<file path="config.mk">
export PLATFORM = sky130hd
export DESIGN_NAME = bfc_ctrl
export DESIGN_NICKNAME = d
export VERILOG_FILES = /design/src/hdl/bfc_pkg.sv /design/src/hdl/bfc_ctrl.sv
export SDC_FILE = /design/constraint.sdc
export NUM_CORES = 1
export LEC_CHECK = 0
export BUFFER_PORTS_ARGS = -buffer_cell sky130_fd_sc_hd__clkbuf_2
export CAP_MARGIN = 20
export CORE_AREA = 8 8 45 47
export DETAILED_ROUTE_END_ITERATION = 8
export DIE_AREA = 0 0 53 55
export PLACE_DENSITY_LB_ADDON = 0.2
export SLEW_MARGIN = 10
export SYNTH_ARGS = -nofsm -noshare
export SYNTH_HDL_FRONTEND = slang
export SYNTH_SLANG_ARGS = --single-unit
export TNS_END_PERCENT = 30
</file>
<file path="constraint.sdc">
create_clock -name clk -period 2 [get_ports clk]
set_clock_uncertainty 0.15 [all_clocks]
set_input_delay 0.1 -clock clk [delete_from_list [all_inputs] [get_ports clk]]
set_output_delay 0.1 -clock clk [all_outputs]
set_load 0.03 [all_outputs]
</file>
<file path="src/hdl/bfc_pkg.sv">
// ----------------------------------------------------------------------------
// bfc_pkg - shared definitions for the Blowfish CFB64 byte cipher
// Round count, key table sizes, command codes and the controller/datapath
// interface structs.
// ----------------------------------------------------------------------------
package bfc_pkg;

  // Feistel rounds and P-array size
  localparam int ROUNDS     = 16;
  localparam int P_WORDS    = ROUNDS + 2;
  localparam int P_IDX_W    = $clog2(P_WORDS);
  localparam bit ROUNDS_ODD = (ROUNDS % 2) == 1;

  // Feedback register value after reset
  localparam logic [63:0] IV_RESET = 64'hFEDC_BA98_7654_3210;

  // Input word command codes; the fourth code is unused and loads nothing, though restart still applies
  typedef enum logic [1:0] {
    CMD_LOAD_P  = 2'd0,
    CMD_LOAD_S  = 2'd1,
    CMD_PROCESS = 2'd2
  } cmd_t;

  // Controller to datapath
  typedef struct packed {
    logic               capture;  // input word taken this cycle
    logic               start;    // whiten left half, issue first S-box read
    logic               round;    // one Feistel round
    logic               finish;   // final whitening, write feedback register
    logic               emit;     // produce result byte into output register
    logic [P_IDX_W-1:0] p_sel;    // P-array entry for this cycle
  } dp_cmd_t;

  // Datapath to controller
  typedef struct packed {
    logic pos_zero;  // byte position is zero
    logic out_room;  // output register can take a word this cycle
  } dp_status_t;

endpackage

</file>
<file path="src/hdl/bfc_ctrl.sv">
// ----------------------------------------------------------------------------
// bfc_ctrl - sequencer for the Blowfish CFB64 byte cipher
// Takes input words, steps the block encryption one round a cycle and
// hands the result byte to the output register.
// ----------------------------------------------------------------------------
module bfc_ctrl (
  input  logic                clk,
  input  logic                rst,
  input  logic                in_valid,
  input  bfc_pkg::cmd_t       in_command,
  input  logic                in_restart,
  input  bfc_pkg::dp_status_t status,
  output logic                in_ready,
  output bfc_pkg::dp_cmd_t    cmd
);
  import bfc_pkg::*;

  typedef enum logic [2:0] {
    ST_IDLE,
    ST_START,
    ST_ROUND,
    ST_FINISH,
    ST_BYTE
  } state_t;

  state_t             state;
  logic [P_IDX_W-1:0] rnd;
  logic               accept;

  assign in_ready = (state == ST_IDLE);
  assign accept   = in_valid && in_ready;

  // State and round counter
  always_ff @(posedge clk) begin
    if (rst) begin
      state <= ST_IDLE;
      rnd   <= '0;
    end else begin
      unique case (state)
        ST_IDLE: begin
          if (accept && in_command == CMD_PROCESS) begin
            // a restart zeroes the position, so a new block is due
            state <= (in_restart || status.pos_zero) ? ST_START : ST_BYTE;
          end
        end
        ST_START: begin
          rnd   <= P_IDX_W'(1);
          state <= ST_ROUND;
        end
        ST_ROUND: begin
          if (rnd == P_IDX_W'(ROUNDS)) begin
            state <= ST_FINISH;
          end else begin
            rnd <= rnd + P_IDX_W'(1);
          end
        end
        ST_FINISH: begin
          state <= ST_BYTE;
        end
        ST_BYTE: begin
          if (status.out_room) begin
            state <= ST_IDLE;
          end
        end
        default: begin
          state <= ST_IDLE;
        end
      endcase
    end
  end

  // Datapath commands
  always_comb begin
    cmd.capture = accept;
    cmd.start   = (state == ST_START);
    cmd.round   = (state == ST_ROUND);
    cmd.finish  = (state == ST_FINISH);
    cmd.emit    = (state == ST_BYTE) && status.out_room;
    unique case (state)
      ST_ROUND:  cmd.p_sel = rnd;
      ST_FINISH: cmd.p_sel = P_IDX_W'(ROUNDS + 1);
      default:   cmd.p_sel = '0;
    endcase
  end

endmodule

</file>
==> results.toml <==
[finish]
area_growth_syn_to_layout_pct = 19.78
antennaDiodeCount = 0
drive_gt1_frac = 0.3373
layout.nets = 95

[drt]
dr_total_vias = 526
first_pass_iters = 4
vias_per_cell = 5.313
post_drt_wl_per_cell_um = 12.96
final_antenna_net_count = 0
wl_um = 1283
route.detailed.drc = 0
drt-initial-drc-count = 7

[global_routing]
grt-ovfl-total = 0
grt_use_total = 0.1008
grt_pass1_vias = 547
grt_pass1_wl_um = 2180
grt_antenna_before_repair = 0
grt_max_degree = 13

[setup_path]
critPathMaxFanout = 11
reg2regPathDepth = 5
cp-end-kind = "output pin"
required_ns = 1.75
arrival_ns = 1.61
worstSetupPathType = "reg2out"
startpoint_type = "register"

[synthesis]
synth_top_family_by_area = "simple AND/OR/NAND/NOR gates"
yosys.area_share.xor_xnor = 0.01556
synth_area_leader_cell = "dfxtp_1"
synth_fp_nets = 76
ys_seq_elements = 8
synth_ff_type = "dfxtp_1"
synthTopCellsByCount = "dfxtp_1, nor2_1, nor3_1"
synthArstFlopShare = 0
synth-simple-area-share = 0.3889
synthMuxAreaShare = 0.07111
yosys_warnings = 0
avgSynthCellArea_um2 = 8.531
synthCells = 66
synth_fa_ha_area_frac = 0.04444
synth_compound_area_frac = 0.09111
synth_area_leaders = "dfxtp_1, mux2i_1, a211oi_2, ha_1, nor3_1"
ys_seq_area_frac = 0.2844
syn-cell-area_um2 = 563.0
synth-edff-count = 0
synth.distinct_cells = 31
yosys.area.top_type_share = 0.2844
yosysMostFrequentCell = "dfxtp_1"

[clock_tree]
cts.path.max_buffers = 2
cts_setup_buffers = 0
clk_latency_ns = 0.25
cts_tree = "done"
cts.repair.resized = 0
cts_num_sinks = 8
root_buffer = "clkbuf_4"
numCtsBuffers = 3
htreeDepth = 1
clk_pin_slew_ns = 0.05

[die]
dieArea_um2 = 2915
die_w_um = 53
coreArea_um2 = 1384
num_rows = 14
io_pins = 19
die_h_um = 55
initial_core_util = 0.4069

[sta]
timing.final.crit_share = 0.9285
drv_slew = 0
timing.setup.tns_ns = 0
tightest_slew_ns = 0.3580
max-slew-margin-rel = 0.7581
finalCriticalPeriod_ns = 1.857
hold_violations = 0
clock.fmax_mhz = 538.5
setup_viol = 0
holdWs_ns = 0.04956
rsz0062_at_grt = "no"

[worst_hold_path]
hold_depth = 4
hp-class = "in2reg"

[pwr]
powerDensity_nw_per_um2 = 838.3
ir_drop_v = 0.0003814
power.leakage_nw = 0.3016

[placement]
port_buffers = 18
gp_congestion = 0.6921

[run]
drv_cap = 0

[outcome]
status = "completed"
## metrics by stage
step                      total power [mW]  area, um2  setup WS, ns  instances  utilization
after global placement              0.4478      641.9        0.4177         95       0.4638
final                               0.5653      674.4        0.1430         99       0.4873
after floorplan                     0.4076      563.0        0.4656         66            -
after global routing                0.6094      674.4       0.04707         99       0.4873
after detailed placement            0.4465      641.9        0.4076         95       0.4638
after CTS                           0.5744      674.4        0.1312         99       0.4873
## worst paths after layout
path / from / to / slack [ns]
setup reg to reg: rnd[0] / rnd[0] / 0.41
hold reg to reg: rnd[4] / rnd[4] / 0.37
hold / removal: status[0] / state[2] / 0.05
setup / recovery: state[1] / cmd[3] / 0.14
## worst max-delay path, cell delays in order, from the launching register on
cell and delay (ns):
dfxtp_1 0.51, or3b_4 0.46, clkinv_4 0.08, and2_1 0.11
clkbuf_2 0.20
## report_power, final
group,internal (mW),total (mW),leakage (nW),switching (mW)
registers,0.177,0.216,0.0648,0.0390
logic,0.0901,0.226,0.223,0.136
clock network,0.0686,0.123,0.0138,0.0544
total,0.336,0.565,0.302,0.229
## area by class of cell
type,count,area (um2)
sequential,8,160.2
inverter,6,27.53
timing repair buffer,19,100.1
fill,145,709.4
clock buffer,3,22.52
tap,16,20.02
multi-input combinational,47,344.1
## cells in the final DEF (no fill, tap or decap), types with 2 or more instances in the layout
cell type   n
clkbuf_4    3
inv_1       4
or3_1       3
nor2_1      6
a21oi_1     2
ha_1        2
and3_1      3
mux2i_1     4
nor3_1      5
dfxtp_1     8
nand3_1     4
nand4bb_1   2
clkbuf_2   18
a211oi_2    2
## sequential cells by signal, indices dropped and copies added, names as in the netlist
name and cells:
rnd 5, state 3
## per-layer routing
layer	track usage	routed length [um]	vias to the layer above
met5	0	0	-
met4	0.09052	38	0
met3	0.02139	69	4
met2	0.1543	588	20
met1	0.1162	587	227
li1	-	-	275
## what timing repair did
| item | in CTS | in global routing |
|---|---|---|
| endpoints found under the setup margin | 0 | 0 |
| endpoints found under the hold margin | 3 | 0 |
| hold buffers | 1 | 0 |
## cell families after synthesis
logic type / Yosys count
AO/OA/AOI/OAI: 6
XOR/XNOR: 1
adder cells (fa/ha/maj): 2
buffers and inverters: 11
flip-flops: 8
multiplexers: 4
AND/OR/NAND/NOR: 34
Power figures use the tool's default switching activity.
